## src/design/palette_delta_decoder_defines.svh

```systemverilog
// assertion macros for the palette delta decoder
`ifndef PALETTE_DELTA_DECODER_DEFINES_SVH
`define PALETTE_DELTA_DECODER_DEFINES_SVH

`ifndef SYNTHESIS
// same-cycle implication, checked on every rising edge out of reset
`define PDD_ASSERT_IMPLIES(label, ante, cons) \
	label: assert property (@(posedge clk) disable iff (!arst_n) (ante) |-> (cons)) \
		else $error("palette delta decoder: implication check failed");
// next-cycle implication
`define PDD_ASSERT_NEXT(label, ante, cons) \
	label: assert property (@(posedge clk) disable iff (!arst_n) (ante) |=> (cons)) \
		else $error("palette delta decoder: next-cycle check failed");
`else
`define PDD_ASSERT_IMPLIES(label, ante, cons)
`define PDD_ASSERT_NEXT(label, ante, cons)
`endif

`endif

```

## src/design/pdd_pkg.sv

```systemverilog
package pdd_pkg;

	localparam int PALETTE_ENTRIES = 256;
	localparam int ENTRY_W = $clog2(PALETTE_ENTRIES);
	localparam int QUEUE_DEPTH = 4;
	localparam int QUEUE_AW = $clog2(QUEUE_DEPTH);

	// error codes reported with each chunk byte
	localparam logic [1:0] ERR_NONE = 2'd0;
	localparam logic [1:0] ERR_OVERFLOW = 2'd1;
	localparam logic [1:0] ERR_CUT = 2'd2;

	// chunk parser phases
	typedef enum logic [2:0] {
		PH_LENGTH,
		PH_CMD,
		PH_START,
		PH_GREEN,
		PH_BLUE,
		PH_SKIP_COMMIT,
		PH_SKIP_ONLY
	} phase_t;

	// work handed from the parser to the palette engine
	typedef enum logic [1:0] {
		JOB_NONE,
		JOB_READ,
		JOB_WRITE,
		JOB_COPY
	} job_kind_t;

	typedef struct packed {
		job_kind_t kind;
		logic [ENTRY_W:0] addr_a;   // read address or copy source, bank bit on top
		logic [ENTRY_W:0] addr_b;   // write address or copy destination
		logic [7:0] count;          // copy length, 1 to 128
		logic zero;                 // copy writes zero entries
		logic [23:0] data;          // raw entry {r, g, b}
		logic done;
		logic [1:0] err;
	} job_t;

	// palette engine states
	typedef enum logic [1:0] {
		BK_IDLE,
		BK_READ,
		BK_COPY,
		BK_DRAIN
	} back_state_t;

	// 6-bit color value to 8 bits
	function automatic logic [7:0] expand6(input logic [7:0] v);
		return {v[5:0], v[5:4]};
	endfunction

endpackage

```

## src/design/pdd_queue.sv

```systemverilog
module pdd_queue (
	input logic clk,
	input logic arst_n,
	input logic push,
	input pdd_pkg::job_t job_in,
	input logic pop,
	output pdd_pkg::job_t job_out,
	output logic full,
	output logic empty
);
	import pdd_pkg::*;

	job_t entry_q [QUEUE_DEPTH];
	logic [QUEUE_AW-1:0] wr_ptr_q;
	logic [QUEUE_AW-1:0] rd_ptr_q;
	logic [QUEUE_AW:0] count_q;

	assign full = (count_q == (QUEUE_AW+1)'(QUEUE_DEPTH));
	assign empty = (count_q == '0);
	assign job_out = entry_q[rd_ptr_q];

	// pointers and fill level
	always_ff @(posedge clk or negedge arst_n) begin
		if (!arst_n) begin
			wr_ptr_q <= '0;
			rd_ptr_q <= '0;
			count_q <= '0;
		end else begin
			if (push) begin
				wr_ptr_q <= wr_ptr_q + QUEUE_AW'(1);
			end
			if (pop) begin
				rd_ptr_q <= rd_ptr_q + QUEUE_AW'(1);
			end
			if (push && !pop) begin
				count_q <= count_q + (QUEUE_AW+1)'(1);
			end else if (pop && !push) begin
				count_q <= count_q - (QUEUE_AW+1)'(1);
			end
		end
	end

	// storage
	always_ff @(posedge clk) begin
		if (push) begin
			entry_q[wr_ptr_q] <= job_in;
		end
	end

endmodule

```

## config.mk

```make
export PLATFORM = sky130hd
export DESIGN_NAME = pdd_queue
export DESIGN_NICKNAME = d
export VERILOG_FILES = /design/src/design/palette_delta_decoder_defines.svh /design/src/design/pdd_pkg.sv /design/src/design/pdd_queue.sv
export SDC_FILE = /design/constraint.sdc
export NUM_CORES = 1
export LEC_CHECK = 0
export BUFFER_PORTS_ARGS = -buffer_cell sky130_fd_sc_hd__buf_2
export CAP_MARGIN = 40
export CORE_MARGIN = 4
export CORE_UTILIZATION = 48
export CTS_CLUSTER_DIAMETER = 200
export DETAILED_ROUTE_END_ITERATION = 6
export GPL_TIMING_DRIVEN = 0
export PLACE_DENSITY_LB_ADDON = 0.15
export SYNTH_ARGS = -nofsm -noshare
export SYNTH_HDL_FRONTEND = slang
export SYNTH_SLANG_ARGS = --single-unit
```

## constraint.sdc

```tcl
create_clock -name clk -period 4 [get_ports clk]
set_clock_uncertainty 0.2 [all_clocks]
set_input_delay 0.4 -clock clk [delete_from_list [all_inputs] [get_ports clk]]
set_output_delay 0.4 -clock clk [all_outputs]
set_load 0.03 [all_outputs]
```

## Word level (Yosys, flattened, before mapping)

Memory sizes are Yosys's and may differ from the RTL's.
Cells that the tools add are included.

| storage, ports and cells | value |
|---|---|
| flip-flop bits (word level) | 7 |
| RAM bits | 224 |
| input port bits | 60 |
| output and inout port bits | 58 |
| logic and storage cells | 19 |
| memories kept | 1 |

Memories:

| memory | depth | width | rd ports | clocked after Yosys merged registers in | wr ports | line | RTL |
|---|---|---|---|---|---|---|---|
| entry_q | 4 | 56 | 1 | 0 | 1 | pdd_queue.sv:13 | `job_t entry_q [QUEUE_DEPTH];` |

| cells by class | value |
|---|---|
| add/sub/neg operators | 4 |
| equality and inequality tests | 1 |
| mux-type cells | 4 |
| reduce and logical (&&, ||, !) cells | 6 |

Operator list:

| operator | number |
|---|---|
| 3-bit two-way mux | 2 |
| 2-bit by 1-bit adder with 2-bit output (second input constant) | 2 |
| 3-bit by 1-bit adder with 3-bit output (second input constant) | 1 |
| 3-bit equality test (second input constant) | 1 |
| 3-bit logical NOT | 1 |
| 3-bit by 1-bit subtractor with 3-bit output (second input constant) | 1 |
| 1-bit logical AND | 2 |
| 1-bit logical NOT | 2 |
| 1-bit two-way mux | 2 |
| 2-bit nonzero test | 1 |

## Logic depth before layout (Yosys ltp)

| logic depth | value |
|---|---|
| depth in word-level cells | 4 |
| depth in mapped cells | 7 |
| depth with buffers taken out | 7 |

## Least setup slack after synthesis

OpenSTA, ideal clock, no wires.

| path | value |
|---|---|
| path kind | register to register |
| start point | register wr_ptr_q[0] |
| end point | memory entry_q[2][0] (netlist name), enable pin |
| data arrival time | 1942 ps |
| path slack | 1439 ps |
| cell stages (with the launch flop) | 4 |
| buffers on the path | 0 |
| path through | dfrtp_1 -> inv_1 -> ha_1 -> and2_1 |

RTL lines:

| what | line | RTL |
|---|---|---|
| from (decl) | pdd_queue.sv:14 | `logic [QUEUE_AW-1:0] wr_ptr_q;` |
| from (signal assigned) | pdd_queue.sv:30 | `wr_ptr_q <= wr_ptr_q + QUEUE_AW'(1);` |
| to (decl) | pdd_queue.sv:13 |  |

No word-level cell before the write port.

==> results.sh <==
export IMPL_pwr_share_comb_pct=35.2
export IMPL_clk_pin_slew_worst_paths_ps=60
export IMPL_synth_top_area_cell="edfxtp_1"
export IMPL_max_freq_mhz=376.4
export IMPL_synth_seq_area_share_pct=81.20
export IMPL_fin_tns_setup_ps=0
export IMPL_grt_pass1_wl_mm=23.29
export IMPL_clockRootBuffer="clkbuf_16"
export IMPL_vias=3978
export IMPL_p_int_mw=5.397
export IMPL_insertion_delay_ps=490
export IMPL_diodes=0
export IMPL_grt_ovfl_total=0
export IMPL_period_needed_ps=2657
export IMPL_drv_cap=0
export IMPL_vdd_drop_max_uv=457.1
export IMPL_ys_warn_count=0
export IMPL_r2r_setup_slack_ps=2050
export IMPL_status="completed"
export IMPL_power_density_nw_per_um2=750.6
export IMPL_nets=598
export IMPL_share_seq_of_total_power_pct=40.6
export IMPL_synth_top_area_share_pct=79.14
export IMPL_drc_errors=0
export IMPL_hold_viol=0
export IMPL_period_share_pct=66.42
export IMPL_cts_htree_levels=1
export IMPL_avgSynthCellArea_um2=25.99
export IMPL_pin_count=118
export IMPL_layout_drive_gt1_share_pct=40.44
export IMPL_pre_cts_slack_ps=1828
export IMPL_worstHoldStart="push"
export IMPL_crit_arrival_ps=2060
export IMPL_critPathLaunchType="flip-flop"
export IMPL_start_util_pct=49.14
export IMPL_cts_tree="built"
export IMPL_power_frac_clock_pct=24.2
export IMPL_netlist_area_um2=8499
export IMPL_ys_seq_elements=231
export IMPL_antenna_left=0
export IMPL_wl_mm=14.71
export IMPL_stdcell_area_um2=10740
export IMPL_tightest_slew_ps=682.1
export IMPL_timing_final_ws_setup_ps=1343
export IMPL_placed_area_um2=9457
export IMPL_die_x_um=141.1
export IMPL_area_growth_pct=26.38
export IMPL_endpoint_kind="output pin"
export IMPL_multi_input_area_um2=1471
export IMPL_fillers=1254
export IMPL_grt_pass1_vias=4240
export IMPL_rows=48
export IMPL_dieArea_um2=19900
export IMPL_synth_nets=393
export IMPL_antenna_found_initial=0
export IMPL_grt_max_degree=31
export IMPL_track_usage_pct=15.14
export IMPL_cpMostUsedCell="buf_2"
export IMPL_criticalPathCategory="flip-flop to output pin"
export IMPL_cp_buffers_inverters=3
export IMPL_cellLeakagePower_nw=3.760
export IMPL_crit_chain="buf_2, buf_2, mux4_2, buf_2"
export IMPL_viasPerCell=5.140
export IMPL_post_drt_wl_per_cell_um=19.01
export IMPL_setup_viol=0
export IMPL_synth_area_leaders="edfxtp_1, mux4_2, dfrtp_1"
export IMPL_clock_sinks=231
export IMPL_hp_class="primary input to flip-flop"
export IMPL_stdcell_count=774
export IMPL_timing_rr_start="wr_ptr_q[0]"
export IMPL_syn_inst=327
export IMPL_crit_path_top_delay_cell="mux4_2"
export IMPL_max_clock_path_buffers=3
export IMPL_startpoint="rd_ptr_q[1]"
export IMPL_die_height_um=141.1
export IMPL_slew_headroom_pct=54.53
export IMPL_max_stage_delay_ps=380
export IMPL_placed_cells=673
export IMPL_globalplace_congestion=0.7310
export IMPL_post_cts_resized=0
export IMPL_synth_cell_types=20
export IMPL_design_core_area_um2=17300
export IMPL_p_switching_mw=2.666
export IMPL_critPathTopFamily="buffers and inverters"
export IMPL_p_sw_share_pct=33.06
export IMPL_place_hpwl_mm=8.728
export IMPL_drv_slew=0
export IMPL_grt_setup_unrepaired="false"
export IMPL_tritoncts_num_buffers=24
export IMPL_detail_route_first_pass_iterations=4
export IMPL_path_max_fanout=10
export IMPL_drtIter0Drc=199
export IMPL_io_buffers=117
export IMPL_final_seq_area_um2=6902
export IMPL_cp_required_ps=3400
-- cell usage in the layout, fill, tap and decap left out --
cell type	Yosys	layout
and2_4	0	4
buf_12	3	7
buf_2	4	121
buf_4	3	3
buf_6	1	1
clkbuf_1	2	5
clkbuf_16	0	25
clkinv_1	0	11
clkinv_2	0	2
clkinv_4	0	1
clkinvlp_4	0	1
dfrtp_1	7	7
dlygate4sd3_1	0	58
edfxtp_1	224	224
fa_1	1	1
ha_1	5	5
inv_1	4	4
mux2_2	1	1
mux4_2	56	56
nand2_1	2	2
nor2_1	1	1
nor3_1	1	1
nor3b_1	1	1
o21ai_0	1	1
xnor2_1	2	2
xor2_1	4	4
-- state kept, by name (all words and copies together), names as in the netlist --
| register | cells |
|---|---|
| rd_ptr_q | 2 |
| wr_ptr_q | 2 |
| count_q | 3 |
| entry_q | 224 |
-- stage by stage --
| stage | utilization [%] | hold slack [ps] | total power, mW |
|---|---|---|---|
| 4_1_cts | 62.10 | 1.512 | 8.196 |
| 5_1_grt | 62.10 | 11.64 | 8.472 |
| 3_5_place_dp | 54.67 | 41.66 | 6.188 |
| 6_report | 62.10 | 18.76 | 8.063 |
| 2_1_floorplan | - | -95.59 | 5.376 |
| 3_3_place_gp | 54.15 | 39.94 | 6.138 |
-- path summary, 6_finish.rpt --
kind                                   to  cells past startpoint
max in group asynchronous     rd_ptr_q[1]                      2
hold / removal                wr_ptr_q[0]                      2
hold reg to reg                count_q[2]                      1
setup reg to reg           entry_q[0][39]                      4
min in group asynchronous      count_q[0]                      2
setup / recovery              job_out[23]                      4
-- timing repair --
| item | CTS | global route |
|---|---|---|
| hold buffers | 58 | 0 |
| endpoints found under the hold margin | 233 | 0 |
| setup buffers | 0 | 0 |
-- cells in the mapped netlist --
| cell type | n |
|---|---|
| o21ai_0 | 1 |
| nor3b_1 | 1 |
| nor2_1 | 1 |
| buf_6 | 1 |
| ha_1 | 5 |
| xor2_1 | 4 |
| clkbuf_1 | 2 |
| mux2_2 | 1 |
| edfxtp_1 | 224 |
| inv_1 | 4 |
| xnor2_1 | 2 |
| buf_2 | 4 |
| mux4_2 | 56 |
| and2_1 | 4 |
| fa_1 | 1 |
| nand2_1 | 2 |
| buf_12 | 3 |
| nor3_1 | 1 |
| buf_4 | 3 |
| dfrtp_1 | 7 |
-- power by group through the flow --
| stage | Combinational (mW) | Sequential, mW | Clock [mW] |
|---|---|---|---|
| after global placement | 2.79 | 3.35 | 0 |
| after floorplan | 2.06 | 3.31 | 0 |
| final | 2.84 | 3.27 | 1.95 |
| after global routing | 3.04 | 3.31 | 2.12 |
| after CTS | 2.92 | 3.28 | 2.00 |
| after detailed placement | 2.86 | 3.33 | 0 |
-- layout make-up --
type                            instances  area share, %
Buffer                                 13          1.130
Clock buffer                           28          5.929
Clock inverter                         15         0.6290
Inverter                                4         0.1398
Multi-Input combinational cell         79          13.70
Sequential cell                       231          64.25
Tap cell                              225          2.621
Timing Repair Buffer                  179          11.60
-- per-layer routing --
metal  vias up  global-route usage [%]  wire length (um)
li1       1807                       -                 -
met1      2032                   20.94              6255
met2       116                   25.08              7367
met3        23                   3.290               832
met4         0                   3.468               255
met5         -                       0                 0
-- cell families after synthesis --
| group | count (synthesis) | synth area share [%] |
|---|---|---|
| AO/OA/AOI/OAI | 1 | 0.05883 |
| adder cells (fa/ha/maj) | 6 | 0.9716 |
| AND/OR/NAND/NOR | 9 | 0.5740 |
| XOR/XNOR | 6 | 0.6183 |
| buffers and inverters | 17 | 1.605 |
| flip-flops | 231 | 81.20 |
| multiplexers | 57 | 14.97 |
No activity file was read; power rests on OpenSTA's default activity.
