## config.mk

```make
export PLATFORM = sky130hd
export DESIGN_NAME = pdd_front
export DESIGN_NICKNAME = d
export VERILOG_FILES = /design/src/design/palette_delta_decoder_defines.svh /design/src/design/pdd_pkg.sv /design/src/design/pdd_front.sv
export SDC_FILE = /design/constraint.sdc
export NUM_CORES = 1
export LEC_CHECK = 0
export BUFFER_PORTS_ARGS = -buffer_cell sky130_fd_sc_hd__buf_2
export CAP_MARGIN = 10
export CELL_PAD_IN_SITES_DETAIL_PLACEMENT = 1
export CELL_PAD_IN_SITES_GLOBAL_PLACEMENT = 1
export CORE_MARGIN = 8
export CORE_UTILIZATION = 38
export CTS_CLUSTER_SIZE = 8
export DETAILED_ROUTE_END_ITERATION = 10
export GPL_TIMING_DRIVEN = 0
export PLACE_DENSITY_LB_ADDON = 0.1
export SLEW_MARGIN = 0
export SYNTH_ARGS = -nofsm -noshare
export SYNTH_HDL_FRONTEND = slang
export SYNTH_SLANG_ARGS = --single-unit
```

## constraint.sdc

```tcl
create_clock -name clk -period 4.2 [get_ports clk]
set_clock_uncertainty 0.1 [all_clocks]
set_input_delay 0.42 -clock clk [delete_from_list [all_inputs] [get_ports clk]]
set_output_delay 0.42 -clock clk [all_outputs]
set_load 0.03 [all_outputs]
```

## src/design/palette_delta_decoder_defines.svh

```systemverilog
// assertion macros for the palette delta decoder
`ifndef PALETTE_DELTA_DECODER_DEFINES_SVH
`define PALETTE_DELTA_DECODER_DEFINES_SVH

`ifndef SYNTHESIS
// same-cycle implication, checked on every rising edge out of reset
`define PDD_ASSERT_IMPLIES(label, ante, cons) \
	label: assert property (@(posedge clk) disable iff (!arst_n) (ante) |-> (cons)) \
		else $error("palette delta decoder: implication check failed");
// next-cycle implication
`define PDD_ASSERT_NEXT(label, ante, cons) \
	label: assert property (@(posedge clk) disable iff (!arst_n) (ante) |=> (cons)) \
		else $error("palette delta decoder: next-cycle check failed");
`else
`define PDD_ASSERT_IMPLIES(label, ante, cons)
`define PDD_ASSERT_NEXT(label, ante, cons)
`endif

`endif

```

## src/design/pdd_pkg.sv

```systemverilog
package pdd_pkg;

	localparam int PALETTE_ENTRIES = 256;
	localparam int ENTRY_W = $clog2(PALETTE_ENTRIES);
	localparam int QUEUE_DEPTH = 4;
	localparam int QUEUE_AW = $clog2(QUEUE_DEPTH);

	// error codes reported with each chunk byte
	localparam logic [1:0] ERR_NONE = 2'd0;
	localparam logic [1:0] ERR_OVERFLOW = 2'd1;
	localparam logic [1:0] ERR_CUT = 2'd2;

	// chunk parser phases
	typedef enum logic [2:0] {
		PH_LENGTH,
		PH_CMD,
		PH_START,
		PH_GREEN,
		PH_BLUE,
		PH_SKIP_COMMIT,
		PH_SKIP_ONLY
	} phase_t;

	// work handed from the parser to the palette engine
	typedef enum logic [1:0] {
		JOB_NONE,
		JOB_READ,
		JOB_WRITE,
		JOB_COPY
	} job_kind_t;

	typedef struct packed {
		job_kind_t kind;
		logic [ENTRY_W:0] addr_a;   // read address or copy source, bank bit on top
		logic [ENTRY_W:0] addr_b;   // write address or copy destination
		logic [7:0] count;          // copy length, 1 to 128
		logic zero;                 // copy writes zero entries
		logic [23:0] data;          // raw entry {r, g, b}
		logic done;
		logic [1:0] err;
	} job_t;

	// palette engine states
	typedef enum logic [1:0] {
		BK_IDLE,
		BK_READ,
		BK_COPY,
		BK_DRAIN
	} back_state_t;

	// 6-bit color value to 8 bits
	function automatic logic [7:0] expand6(input logic [7:0] v);
		return {v[5:0], v[5:4]};
	endfunction

endpackage

```

## src/design/pdd_front.sv

```systemverilog
module pdd_front (
	input logic clk,
	input logic arst_n,
	input logic s_tvalid,
	output logic s_tready,
	input logic [15:0] s_tdata,     // chunk_byte, entry_index
	input logic [0:0] s_tuser,      // op
	input logic cfg_valid,
	output logic cfg_ready,
	input logic [0:0] cfg_data,     // palette_enable
	input logic q_full,
	output logic q_push,
	output pdd_pkg::job_t q_job
);
	import pdd_pkg::*;

	logic en_q;
	phase_t phase_q, phase_n, phase_t_v;
	logic [9:0] rem_q, rem_n, rem_dec;
	logic [ENTRY_W:0] new_q, new_n;
	logic [ENTRY_W:0] old_q, old_n;
	logic [6:0] pend_q, pend_n;
	logic [15:0] color_q, color_n;
	logic bank_q, bank_n;
	logic oldv_q, oldv_n;

	logic accept;
	logic [7:0] byte_v;
	logic [7:0] idx_v;
	logic is_len;
	logic do_copy;
	logic [7:0] c_count;
	logic [ENTRY_W:0] c_start;
	logic [9:0] c_old_sum;
	logic [9:0] c_new_sum;
	logic c_ovf;

	assign s_tready = !q_full;
	assign cfg_ready = 1'b1;
	assign accept = s_tvalid && s_tready;
	assign q_push = accept;
	assign byte_v = s_tdata[7:0];
	assign idx_v = s_tdata[15:8];
	assign is_len = (phase_q == PH_LENGTH) || (rem_q == 10'd0);

	// copy operands: running old index, or start byte after a 0x40 command
	always_comb begin
		if (phase_q == PH_START) begin
			c_count = {1'b0, pend_q};
			c_start = {1'b0, byte_v};
		end else begin
			c_count = {1'b0, byte_v[6:0]} + 8'd1;
			c_start = old_q;
		end
		c_old_sum = {1'b0, c_start} + {2'b00, c_count};
		c_new_sum = {1'b0, new_q} + {2'b00, c_count};
		c_ovf = (c_old_sum > 10'(PALETTE_ENTRIES)) || (c_new_sum > 10'(PALETTE_ENTRIES));
	end

	// byte parsing and job build
	always_comb begin
		phase_n = phase_q;
		phase_t_v = phase_q;
		rem_n = rem_q;
		rem_dec = rem_q - 10'd1;
		new_n = new_q;
		old_n = old_q;
		pend_n = pend_q;
		color_n = color_q;
		bank_n = bank_q;
		oldv_n = oldv_q;
		do_copy = 1'b0;
		q_job = '0;
		q_job.kind = JOB_NONE;
		q_job.err = ERR_NONE;
		if (s_tuser[0]) begin
			q_job.kind = JOB_READ;
			q_job.addr_a = {bank_q, idx_v};
		end else if (is_len) begin
			if (byte_v == 8'd0) begin
				q_job.done = 1'b1;
				phase_n = PH_LENGTH;
			end else begin
				rem_n = {byte_v, 2'b00} - 10'd1;
				new_n = '0;
				old_n = '0;
				phase_n = en_q ? PH_CMD : PH_SKIP_ONLY;
			end
		end else begin
			case (phase_q)
				PH_CMD: begin
					if (byte_v[7]) begin
						do_copy = 1'b1;
					end else if (byte_v[6]) begin
						pend_n = {1'b0, byte_v[5:0]} + 7'd1;
						phase_t_v = PH_START;
					end else begin
						color_n[7:0] = expand6(byte_v);
						phase_t_v = PH_GREEN;
					end
				end
				PH_START: begin
					do_copy = 1'b1;
					phase_t_v = PH_CMD;
				end
				PH_GREEN: begin
					color_n[15:8] = expand6(byte_v);
					phase_t_v = PH_BLUE;
				end
				PH_BLUE: begin
					if (!new_q[ENTRY_W]) begin
						q_job.kind = JOB_WRITE;
						q_job.addr_b = {!bank_q, new_q[ENTRY_W-1:0]};
						q_job.data = {color_q[7:0], color_q[15:8], expand6(byte_v)};
					end
					new_n = new_q + 9'd1;
					phase_t_v = PH_CMD;
				end
				default: begin
				end
			endcase

			// copy: skipped on overflow, indices advance either way
			if (do_copy) begin
				if (c_ovf) begin
					q_job.err = ERR_OVERFLOW;
				end else begin
					q_job.kind = JOB_COPY;
					q_job.addr_a = {bank_q, c_start[ENTRY_W-1:0]};
					q_job.addr_b = {!bank_q, new_q[ENTRY_W-1:0]};
					q_job.count = c_count;
					q_job.zero = !oldv_q;
				end
				new_n = c_new_sum[ENTRY_W:0];
				old_n = (c_old_sum > 10'd511) ? 9'h1FF : c_old_sum[ENTRY_W:0];
			end

			// chunk end flags a cut command and commits the new bank unless skipping
			rem_n = rem_dec;
			phase_n = phase_t_v;
			if (rem_dec == 10'd0) begin
				q_job.done = 1'b1;
				if (phase_t_v == PH_START || phase_t_v == PH_GREEN || phase_t_v == PH_BLUE) begin
					q_job.err = ERR_CUT;
				end
				if (phase_t_v != PH_SKIP_ONLY) begin
					bank_n = !bank_q;
					oldv_n = 1'b1;
				end
				phase_n = PH_LENGTH;
			end else if (phase_t_v == PH_CMD && new_n[ENTRY_W]) begin
				phase_n = PH_SKIP_COMMIT;
			end
		end
	end

	// parser state
	always_ff @(posedge clk or negedge arst_n) begin
		if (!arst_n) begin
			phase_q <= PH_LENGTH;
			rem_q <= '0;
			new_q <= '0;
			old_q <= '0;
			pend_q <= '0;
			color_q <= '0;
			bank_q <= 1'b0;
			oldv_q <= 1'b0;
		end else if (accept) begin
			phase_q <= phase_n;
			rem_q <= rem_n;
			new_q <= new_n;
			old_q <= old_n;
			pend_q <= pend_n;
			color_q <= color_n;
			bank_q <= bank_n;
			oldv_q <= oldv_n;
		end
	end

	// enable register
	always_ff @(posedge clk or negedge arst_n) begin
		if (!arst_n) begin
			en_q <= 1'b0;
		end else if (cfg_valid && cfg_ready) begin
			en_q <= cfg_data[0];
		end
	end

endmodule

```

======== Yosys cells after proc, flatten, opt, wreduce, memory -nomap -nowiden ========
Index checks and enable logic that the tools add are counted.
operators by class
  $add $sub $neg .......................... 7
  equal/unequal tests ..................... 10
  reductions and logical operators ........ 24
  $lt $le $gt $ge ......................... 3
  multiplexer cells ....................... 45
  bitwise operators ....................... 4
operator list
  cell                                                 count
  two-way mux 9 bit                                    12
  two-way mux 29 bit                                   2
  two-way mux 53 bit                                   1
  two-way mux 24 bit                                   2
  two-way mux 45 bit                                   1
  > comparator 10 x 9 -> 1 bit, second input constant  3
  two-way mux 3 bit                                    9
  adder 9 x 8 -> 10 bit                                2
  zero test 10 bit                                     2
  two-way mux 10 bit                                   2
  subtractor 10 x 1 -> 10 bit, second input constant   2
  == test 3 x 2 -> 1 bit, second input constant        4
  AND reduction 4 bit                                  3
  AND reduction 6 bit                                  2
  two-way mux 11 bit                                   1
  adder 9 x 1 -> 9 bit, second input constant          1
  one-hot mux 3 bit (3 select lines)                   1
  adder 7 x 1 -> 8 bit, second input constant          1
  zero test 8 bit                                      1
  two-way mux 1 bit                                    8
  two-way mux 2 bit                                    4
  two-way mux 8 bit                                    1
  adder 6 x 1 -> 7 bit, second input constant          1
  == test 3 x 1 -> 1 bit, second input constant        2
  other kinds (15)                                     25
word-level totals
  input bits .............................. 23
  word-level logic and storage cells ...... 104
  output and inout port bits .............. 59
  bits in registers ....................... 57

======== Depth between registers and ports, before layout ========
Gate-level depths: netlist of the first run.
  depth after elaboration ................. 12
  mapped depth ............................ 17
  gate-level depth less buffers ........... 15

======== Worst setup path after synthesis of the first run ========
No wires, ideal clock.
  path kind ............................... register to output
  start ................................... register phase_q[0]
  end ..................................... output port q_job[36] (netlist name)
  path buffers ............................ 2
  slack ................................... -622 ps
  data arrival time ....................... 4302 ps
  data required time ...................... 3680 ps
  stages on the path, launching flop included .. 16
  cells stage by stage .................... dfrtp_1 -> nand2b_1 -> or2_2 -> clkbuf_1 -> clkbuf_1 -> a21oi_1 -> ha_1 -> inv_1 -> fa_1 -> xor2_1 -> nor4bb_1 -> mux2i_1 -> or4_4 -> o211ai_4 -> o2111ai_4 -> a21boi_0
RTL lines
  element                 line              source
  from (decl)             pdd_front.sv:18   phase_t phase_q, phase_n, phase_t_v;
  from (signal assigned)  pdd_front.sv:169  phase_q <= phase_n;
  to (decl)               pdd_front.sv:13   output pdd_pkg::job_t q_job

==> run metrics, run 1 <==
global-route track usage on met3 4.46%; Layout Cells excl Fill 803; CP arrival 4.23 ns; DR DRC count 0; crit path max fanout 10; Slew Viols, Final 0; Final ANT Viol Nets 0; grt met2 use 36.0%; PD cells 638 mW/mm2; Via-to-Cell Ratio 5.68; Worst Path Class, Setup register to primary output; post-synthesis adder-cell area fraction 6.93%; simple logic cell fraction of the synthesized area 21.5%; die area 0.0157 mm2; Final Hold Violating Endpoints 0; max-capacitance violation count 0; H-tree depth 2; Avg Cell Area, Syn 8.44 um2; CTS Sinks 53; Synth Flop Type dfrtp_1; vias in the first global route 4919; post-synthesis mux area share 5.97%; CTS buffer count 5; DR pass1 iterations 4; sequential area share after synthesis 29.2%; Worst R2R Start phase_q[0]; later-pin clock latency in the skew report 0.31 ns; status finished, violations left; Startpoint Class register; Synth top area share 29.2%; pin count of the biggest net entering global routing 37; Rel. slew slack 38.7%; worst vdd ir 0.252 mV; hold path cells 2; failing checks setup timing; Post-Place Cells 762; syn nets 586; Worst setup endpoint q_job[33]; DR iter-0 viols 241; Fin Setup TNS -13.92 ns; initial antenna violation count 0; Worst EP required 3.68 ns; Final Wtd Congestion 0.837; buffers added on ports 75; critical path launch point phase_q[0]; Core Box Area 0.0119 mm2; Synth Cell Area 0.00455 mm2; GRT Util Overall 20.9%; Reg clk slew, reported paths 0.07 ns; clock root cell clkbuf_16; post-synthesis cell type with the largest combined area dfrtp_1; Design Area, Final 0.00643 mm2; largest family of logic cells by synthesized area compound AO/OA/AOI/OAI gates; leakage power 2.92 nW; Worst R2R End phase_q[2]; RSZ-0062 raised after global routing yes; #FFs+latches synth 53; row count 40; Area contributors post-synth dfrtp_1 29%, ha_1 6.1%, nand2_1 4.5%, o21ai_0 4.3%, mux2_2 4.2%; share of cells above drive strength 1 39.2%; worst hold margin 0.243 ns; DP Wirelength 11900 um; YS warnings 0; Worst Reg-to-Reg Cells 14; setup ws final -0.552 ns; Post-synth EDFFs 0; WL final 16800 um; Initial Utilization 38.3%; nets 702; worst reg2reg setup slack 0.91 ns; asr flop ratio synth 100%; Yosys cell types 77; maximum clock rate 210 MHz; Layout area overhead 41.3%; CTS tree yes; placed inst area 0.00539 mm2; gr ovfl total 0; CTS Buffer Depth 2; DR WL/cell 20.9 um; Worst Setup End Kind primary output; Tcrit/Tclk final 113%; Hold Crit Class primary input to register; Mapped Cells 539; Top Usage Layer GRT met2; Setup WS pre-CTS -1.19 ns; Synth Area in Compound Gates 24.9%; IO Count 82; XOR/XNOR Fraction of Synth Area 5.39%; pin slew with the least headroom to its limit 0.910 ns; antenna cells 0; Die Wd 125 um; Via Count 4562; GR Util met1 25.8%; Final Setup Violations 30; first-pass GRT wire length 26500 um; min cycle time layout 4.75 ns; Die Height 125 um
-- layout make-up --
| class | count | area [um2] |
|---|---|---|
| buffer | 36 | 246 |
| tap | 147 | 184 |
| clock inverter | 3 | 26.3 |
| fill | 1364 | 5430 |
| inverter | 24 | 92.6 |
| multi-input combinational | 425 | 3540 |
| sequential | 53 | 1330 |
| timing repair buffer | 110 | 888 |
| clock buffer | 5 | 125 |
-- per-layer routing --
metal	part of all wire (%)	wire [um]
met1	45	7620
met2	49	8200
met3	4.0	669
met4	1.8	308
met5	0	0
-- power breakdown --
part | leakage, nW | internal, mW | switching (mW) | total, mW
Clock | 0.0744 | 0.226 | 0.217 | 0.443
Combinational | 2.15 | 1.20 | 1.55 | 2.75
Sequential | 0.700 | 0.700 | 0.207 | 0.907
Total | 2.92 | 2.12 | 1.98 | 4.10
-- critical path, cell delays in order (launching register included) --
cell	delay [ns]
dfrtp_1	0.39
nand2b_4	0.15
or2_4	0.26
buf_8	0.17
mux2i_4	0.29
inv_2	0.09
ha_4	0.31
o211ai_1	0.14
o211ai_1	0.33
a221oi_2	0.15
or4_4	0.54
o211ai_4	0.27
o2111ai_4	0.18
buf_6	0.18
buf_12	0.14
nor3_4	0.16
buf_6	0.16
-- Yosys cell counts (all sizes together), types with 5 or more instances --
master,count
a21o,13
dfrtp,53
a22o,6
inv,24
a211oi,5
a31oi,6
nor4,9
nor2,49
a21boi,11
nor2b,9
ha,22
nor3,16
xnor2,12
xor2,16
mux2i,8
and3,7
clkbuf,23
a21oi,24
nand3,9
and2,17
o21ai,51
nand2,54
a22oi,5
or2,5
mux2,17
buf,14
-- stage by stage --
stage	util (%)	power, mW
floorplan	-	2.46
global placement	45.3	2.94
detailed placement	45.5	3.01
CTS	51.7	3.83
global route	54.2	4.36
finish	54.2	4.10
-- cell usage in the layout (no fill, tap or decap), types with 4 or more instances in the layout --
cell type and count:
nor4_1 8, a21oi_4 6, and2_1 17, ha_1 12, a21oi_1 14, a22o_1 6, a21boi_2 4, a21o_1 13
dfrtp_1 53, xnor2_1 11, o21ai_4 9, ha_4 8, buf_6 35, a21oi_2 4, buf_2 49, a21boi_4 6
inv_2 5, inv_1 18, o21ai_1 4, a22oi_1 5, nor2_4 6, nor2b_1 7, nand2_1 53, nor2_2 7
nand3_1 9, clkbuf_16 6, mux2_2 17, xor2_1 14, nor2_1 36, buf_12 4, and3_1 7, a31oi_1 6
mux2i_4 6, clkbuf_1 16, nor3_1 10, o21ai_0 37, buf_4 35
-- registers in the layout, summed over array words and instances, names as in the netlist --
register / count
bank_q: 1
color_q: 12
en_q: 1
new_q: 9
old_q: 9
oldv_q: 1
pend_q: 7
phase_q: 3
rem_q: 10
-- cell families (layout without fill, tap and decap cells) --
| group | Yosys count | count (layout) |
|---|---|---|
| AO/OA/AOI/OAI | 154 | 154 |
| adder cells (fa/ha/maj) | 24 | 24 |
| buffers and inverters | 61 | 178 |
| multiplexers | 25 | 25 |
| flip-flops | 53 | 53 |
| XOR/XNOR | 28 | 28 |
| other | 1 | 1 |
| AND/OR/NAND/NOR | 193 | 193 |
-- how the worst min path moves through the flow --
stage / startpoint / endpoint / slack [ns]
after floorplan: arst_n / bank_q / 0.02
after global placement: pend_q[3] / pend_q[3] / 0.36
after detailed placement: arst_n / new_q[2] / 0.30
after CTS: cfg_data / en_q / 0.24
after global routing: cfg_data / en_q / 0.24
final: cfg_data / en_q / 0.24
-- timing repair --
item / 4_1_cts / 5_1_grt
hold buffers: 1 / 0
endpoints found under the setup margin: 44 / 46
pin swaps: 24 / 21
gates cloned: 2 / 0
buffers inserted: 22 / 10
hold endpoints to repair: 17 / 0
resized for setup: 97 / 60
(Power assumes the default switching activity.)
==> run 2: changes to the inputs <==
--- a/config.mk
+++ b/config.mk
@@ -10,7 +10,7 @@
 export CELL_PAD_IN_SITES_DETAIL_PLACEMENT = 1
 export CELL_PAD_IN_SITES_GLOBAL_PLACEMENT = 1
 export CORE_MARGIN = 8
-export CORE_UTILIZATION = 38
+export CORE_UTILIZATION = 43
 export CTS_CLUSTER_SIZE = 8
 export DETAILED_ROUTE_END_ITERATION = 10
 export GPL_TIMING_DRIVEN = 0
==> constraint.sdc (replaced) <==
create_clock -name clk -period 4.54 [get_ports clk]
set_clock_uncertainty 0.1 [all_clocks]
set_input_delay 0.454 -clock clk [delete_from_list [all_inputs] [get_ports clk]]
set_output_delay 0.454 -clock clk [all_outputs]
set_load 0.03 [all_outputs]
==> run metrics, run 2 (same netlist as run 1, synthesis figures left out) <==
status finished, violations left; failing checks setup timing; Startpoint Class register; pin slew with the least headroom to its limit 0.872 ns; row count 37; leakage power 2.81 nW; Tcrit/Tclk final 109%; later-pin clock latency in the skew report 0.31 ns; IO Count 82; min cycle time layout 4.95 ns; Top reg by flops color_q; DR iter-0 viols 296; commonest non-fill, non-tap cell in the layout nand2_1; Worst R2R End old_q[4]; CTS Sinks 53; CTS Buffer Depth 2; clock root cell clkbuf_8; max reg flops 12; Final Hold Violating Endpoints 0; antenna cells 0; Hold Crit Class primary input to asynchronous set/reset pin; Reg clk slew, reported paths 0.11 ns; CTS buffer count 5; Final Wtd Congestion 0.856; Util after Layout 57.9%; H-tree depth 2; initial antenna violation count 0; pin count of the biggest net entering global routing 54; setup ws final -0.414 ns; crit path max fanout 6; Slew Viols, Final 0; Final Setup Violations 30; vias in the first global route 4925; Worst setup endpoint q_job[40]; Initial Utilization 44.3%; GRT Util Overall 22.8%; Final ANT Viol Nets 0; Worst R2R Start phase_q[0]; die area 0.0141 mm2; Via Count 4586; Worst EP required 3.99 ns; WL final 16400 um; max-capacitance violation count 0; Core Box Area 0.0103 mm2; DR WL/cell 21.0 um; worst reg2reg setup slack 0.99 ns; DR pass1 iterations 5; RSZ-0062 raised after global routing yes; Worst Path Class, Setup register to primary output; critical path launch point phase_q[0]; CP arrival 4.40 ns; Worst Setup End Kind primary output; worst vdd ir 0.230 mV; commonest non-fill, non-tap cells in the layout 54 x nand2_1, 53 x dfrtp_1, 48 x buf_2; placed inst area 0.00513 mm2; Die Wd 119 um; fill cell count 1213; share of cells above drive strength 1 34.2%; Rel. slew slack 41.2%; Via-to-Cell Ratio 5.88; PD cells 582 mW/mm2; gr ovfl total 0; Top Registers color_q: 12 flops, rem_q: 10 flops; CTS tree yes; DP Wirelength 11700 um; DR DRC count 0; maximum clock rate 202 MHz; Worst Reg-to-Reg Cells 14; nets 690; Layout area overhead 30.9%; Die Height 119 um; buffers added on ports 75; Design Area, Final 0.00596 mm2; first-pass GRT wire length 26200 um
## run 2: cell types whose count changed in the layout (fill, tap and decap cells not counted), moves of 5 or more
cell and change:
buf_6 -5, clkbuf_8 +7, inv_1 +5, o21ai_2 +5
buf_4 -5, o21ai_4 -5, clkbuf_16 -5, ha_4 -5
ha_1 +7
## run 2: metrics by stage
| step | hold slack (ns) | power [mW] | setup TNS (ns) | std cells | setup WS (ns) |
|---|---|---|---|---|---|
| finish | 0.0853 | 3.47 | -10.56 | 780 | -0.414 |
| global route | 0.139 | 3.70 | -13.77 | 780 | -0.516 |
| CTS | 0.262 | 3.31 | -7.38 | 773 | -0.357 |
| detailed placement | 0.370 | 2.66 | -25.91 | 750 | -1.03 |
| global placement | 0.359 | 2.58 | -22.23 | 750 | -0.898 |
| floorplan | 0.0584 | 2.16 | -0.000568 | 539 | -0.000189 |
## run 2: cell type report
| class | count | area, um2 | share of cell area (%) |
|---|---|---|---|
| Multi-Input combinational cell | 425 | 3270 | 54.9 |
| Sequential cell | 53 | 1330 | 22.3 |
| Timing Repair Buffer | 99 | 766 | 12.9 |
| Buffer | 35 | 214 | 3.59 |
| Tap cell | 136 | 170 | 2.86 |
| Inverter | 24 | 90.1 | 1.51 |
| Clock buffer | 6 | 82.6 | 1.39 |
| Clock inverter | 2 | 37.5 | 0.630 |
## run 2: worst max-delay path, stage by stage, from the launching register on
cell       delay [ns]
dfrtp_1          0.39
nand2b_4         0.15
or2_4            0.30
clkbuf_16        0.17
a21oi_4          0.24
ha_4             0.18
inv_2            0.04
fa_2             0.41
nand2b_1         0.19
a21oi_1          0.27
mux2i_1          0.14
or4_4            0.54
o211ai_4         0.24
o2111ai_4        0.26
buf_8            0.24
a21oi_4          0.16
buf_6            0.15
## run 2: repair_timing
item	in CTS	in global routing
gates cloned	3	0
endpoints found under the setup margin	30	44
endpoints found under the hold margin	0	0
buffers inserted	13	11
pin swaps	20	15
hold buffers	0	0
resized for setup	113	25
## run 2: where the power goes
group          switching, mW  internal (mW)  leakage, nW
registers              0.171          0.647        0.700
clock network          0.167          0.180       0.0574
logic                   1.35          0.953         2.05
total                   1.69           1.78         2.81
## run 2: how the worst min path moves through the flow
stage	cells after the start	endpoint	slack (ns)	start
6_report	1	rem_q[2]	0.09	arst_n
5_1_grt	1	new_q[4]	0.14	arst_n
4_1_cts	2	en_q	0.26	cfg_data
3_5_place_dp	1	old_q[1]	0.37	old_q[1]
3_3_place_gp	1	old_q[2]	0.36	old_q[2]
2_1_floorplan	0	bank_q	0.06	arst_n
## run 2: metal layers
layer | vias up | routed length [um] | global-route usage [%]
met5 | - | 0 | 0
met4 | 0 | 333 | 6.40
met3 | 30 | 833 | 4.11
met2 | 124 | 8150 | 39.7
met1 | 2309 | 7080 | 28.2
li1 | 2123 | - | -
==> run 3: changes to the inputs <==
--- a/config.mk
+++ b/config.mk
@@ -10,11 +10,12 @@
 export CELL_PAD_IN_SITES_DETAIL_PLACEMENT = 1
 export CELL_PAD_IN_SITES_GLOBAL_PLACEMENT = 1
 export CORE_MARGIN = 8
-export CORE_UTILIZATION = 43
+export CORE_UTILIZATION = 38
 export CTS_CLUSTER_SIZE = 8
 export DETAILED_ROUTE_END_ITERATION = 10
 export GPL_TIMING_DRIVEN = 0
 export PLACE_DENSITY_LB_ADDON = 0.1
+export SKIP_CTS_REPAIR_TIMING = 1
 export SLEW_MARGIN = 0
 export SYNTH_ARGS = -nofsm -noshare
 export SYNTH_HDL_FRONTEND = slang
==> constraint.sdc (replaced) <==
create_clock -name clk -period 4.4 [get_ports clk]
set_clock_uncertainty 0.1 [all_clocks]
set_input_delay 0.88 -clock clk [delete_from_list [all_inputs] [get_ports clk]]
set_output_delay 0.88 -clock clk [all_outputs]
set_load 0.03 [all_outputs]
==> run metrics, run 3 (same netlist as run 1, synthesis figures left out) <==
die area 0.0157 mm2; max reg flops 12; Final ANT Viol Nets 0; commonest non-fill, non-tap cells in the layout 53 x nand2_1, 52 x dfrtp_1, 47 x buf_2; critical path launch point s_tdata[0]; Fin Setup TNS -28.43 ns; Top Registers color_q: 12 flops, rem_q: 10 flops; Final Hold Violating Endpoints 0; GRT Util Overall 19.9%; DR DRC count 0; nets 703; buffers added on ports 75; CTS buffer count 5; CP arrival 4.41 ns; clock root cell clkbuf_16; Worst Path Class, Setup primary input to primary output; CTS Buffer Depth 2; RSZ-0062 raised after global routing yes; fill cell count 1345; maximum clock rate 186 MHz; DR iter-0 viols 267; pin slew with the least headroom to its limit 0.939 ns; initial antenna violation count 0; WP buf/inv 7; max-capacitance violation count 0; DP Wirelength 12100 um; worst vdd ir 0.386 mV; Worst Setup End Kind primary output; worst path cell trace buf_2 -> clkbuf_16 -> inv_6 -> ha_4 -> mux2i_4 -> inv_2 -> ha_4 -> a211oi_4 -> o21ai_1 -> xor2_1 -> or4_4 -> o211ai_4 -> o2111ai_4 -> buf_12 -> buf_12 -> nor3_4 -> buf_6; Die Wd 125 um; status finished, violations left; CP max stage cell or4_4; Die Height 125 um; leakage power 2.94 nW; CTS tree yes; Via-to-Cell Ratio 5.65; Startpoint Class primary input; pin count of the biggest net entering global routing 31; failing checks setup timing; share of cells above drive strength 1 39.9%; Rel. slew slack 36.9%; Initial Utilization 38.3%; PD cells 609 mW/mm2; Top reg by flops color_q; CTS Sinks 53; gr ovfl total 0; Hold Crit Start pend_q[4]; Post-Place Cells 762; Hold Crit Class register to register; crit path max fanout 10; Crit path largest cell delay 0.56 ns; row count 40; Layout area overhead 41.9%; DR WL/cell 20.8 um; Final Setup Violations 44; Worst R2R Start phase_q[0]; DR pass1 iterations 4; Reg clk slew, reported paths 0.07 ns; Final Wtd Congestion 0.847; min cycle time layout 5.39 ns; later-pin clock latency in the skew report 0.31 ns; Worst EP required 3.42 ns; Core Box Area 0.0119 mm2; CP delay by family, top buffers and inverters; first-pass GRT wire length 25200 um; Slew Viols, Final 0; antenna cells 0; Via Count 4540; vias in the first global route 4759; Tcrit/Tclk final 122%; setup ws final -0.990 ns; commonest non-fill, non-tap cell in the layout nand2_1; H-tree depth 2; worst hold margin 0.397 ns; WL final 16700 um; IO Count 82; Layout Cells excl Fill 804
run 3: final cells by class:
cell class,instances,area (um2),area share [%]
plain buffers,36,265,4.11
clock buffers,5,125,1.94
clock inverters,3,65.1,1.01
inverters,24,95.1,1.47
multi-input cells,426,3510,54.4
flip-flops and latches,53,1330,20.6
well taps,147,184,2.85
repair buffers,110,878,13.6
run 3: per-layer routing:
layer  up-vias  share of wire [%]  global-route usage [%]
li1       2147                  -                       -
met1      2293                 44                    24.2
met2        88                 51                    34.6
met3        12                4.5                    4.80
met4         0                1.1                    4.80
met5         -                  0                       0
run 3: worst paths after layout:
check                      cells past startpoint  slack [ns]          to
max                                           17       -0.99   q_job[33]
min                                            2        0.40   pend_q[4]
max reg2reg                                   14        0.95    old_q[8]
min reg2reg                                    2        0.40   pend_q[4]
max in group asynchronous                      2        3.13  color_q[5]
min in group asynchronous                      1        0.47    new_q[1]
run 3: power breakdown:
group	leakage, nW	internal (mW)	switching (mW)
sequential	0.699	0.669	0.184
clock	0.0938	0.326	0.197
combinational	2.15	1.10	1.46
total	2.94	2.09	1.84
run 3: stage by stage:
| step | area (um2) | utilization [%] | total power [mW] | setup WS, ns |
|---|---|---|---|---|
| 3_5_place_dp | 5480 | 46.2 | 2.91 | -1.36 |
| 2_1_floorplan | 4900 | - | 2.38 | -0.493 |
| 6_report | 6450 | 54.4 | 3.93 | -0.990 |
| 4_1_cts | 5670 | 47.8 | 3.45 | -1.53 |
| 5_1_grt | 6450 | 54.4 | 4.19 | -1.15 |
| 3_3_place_gp | 5460 | 46.0 | 2.83 | -1.34 |
run 3: worst register-to-register path: stages (launching register included):
cell and delay [ns]:
dfrtp_2 0.43, nand2b_4 0.15, or2_4 0.29, clkbuf_16 0.17
a21oi_4 0.23, ha_4 0.17, inv_2 0.04, fa_2 0.38
nand2b_1 0.18, a21oi_1 0.38, o2111ai_1 0.26, nand2_1 0.15
nor2_1 0.05, a21o_1 0.19, a21o_1 0.18
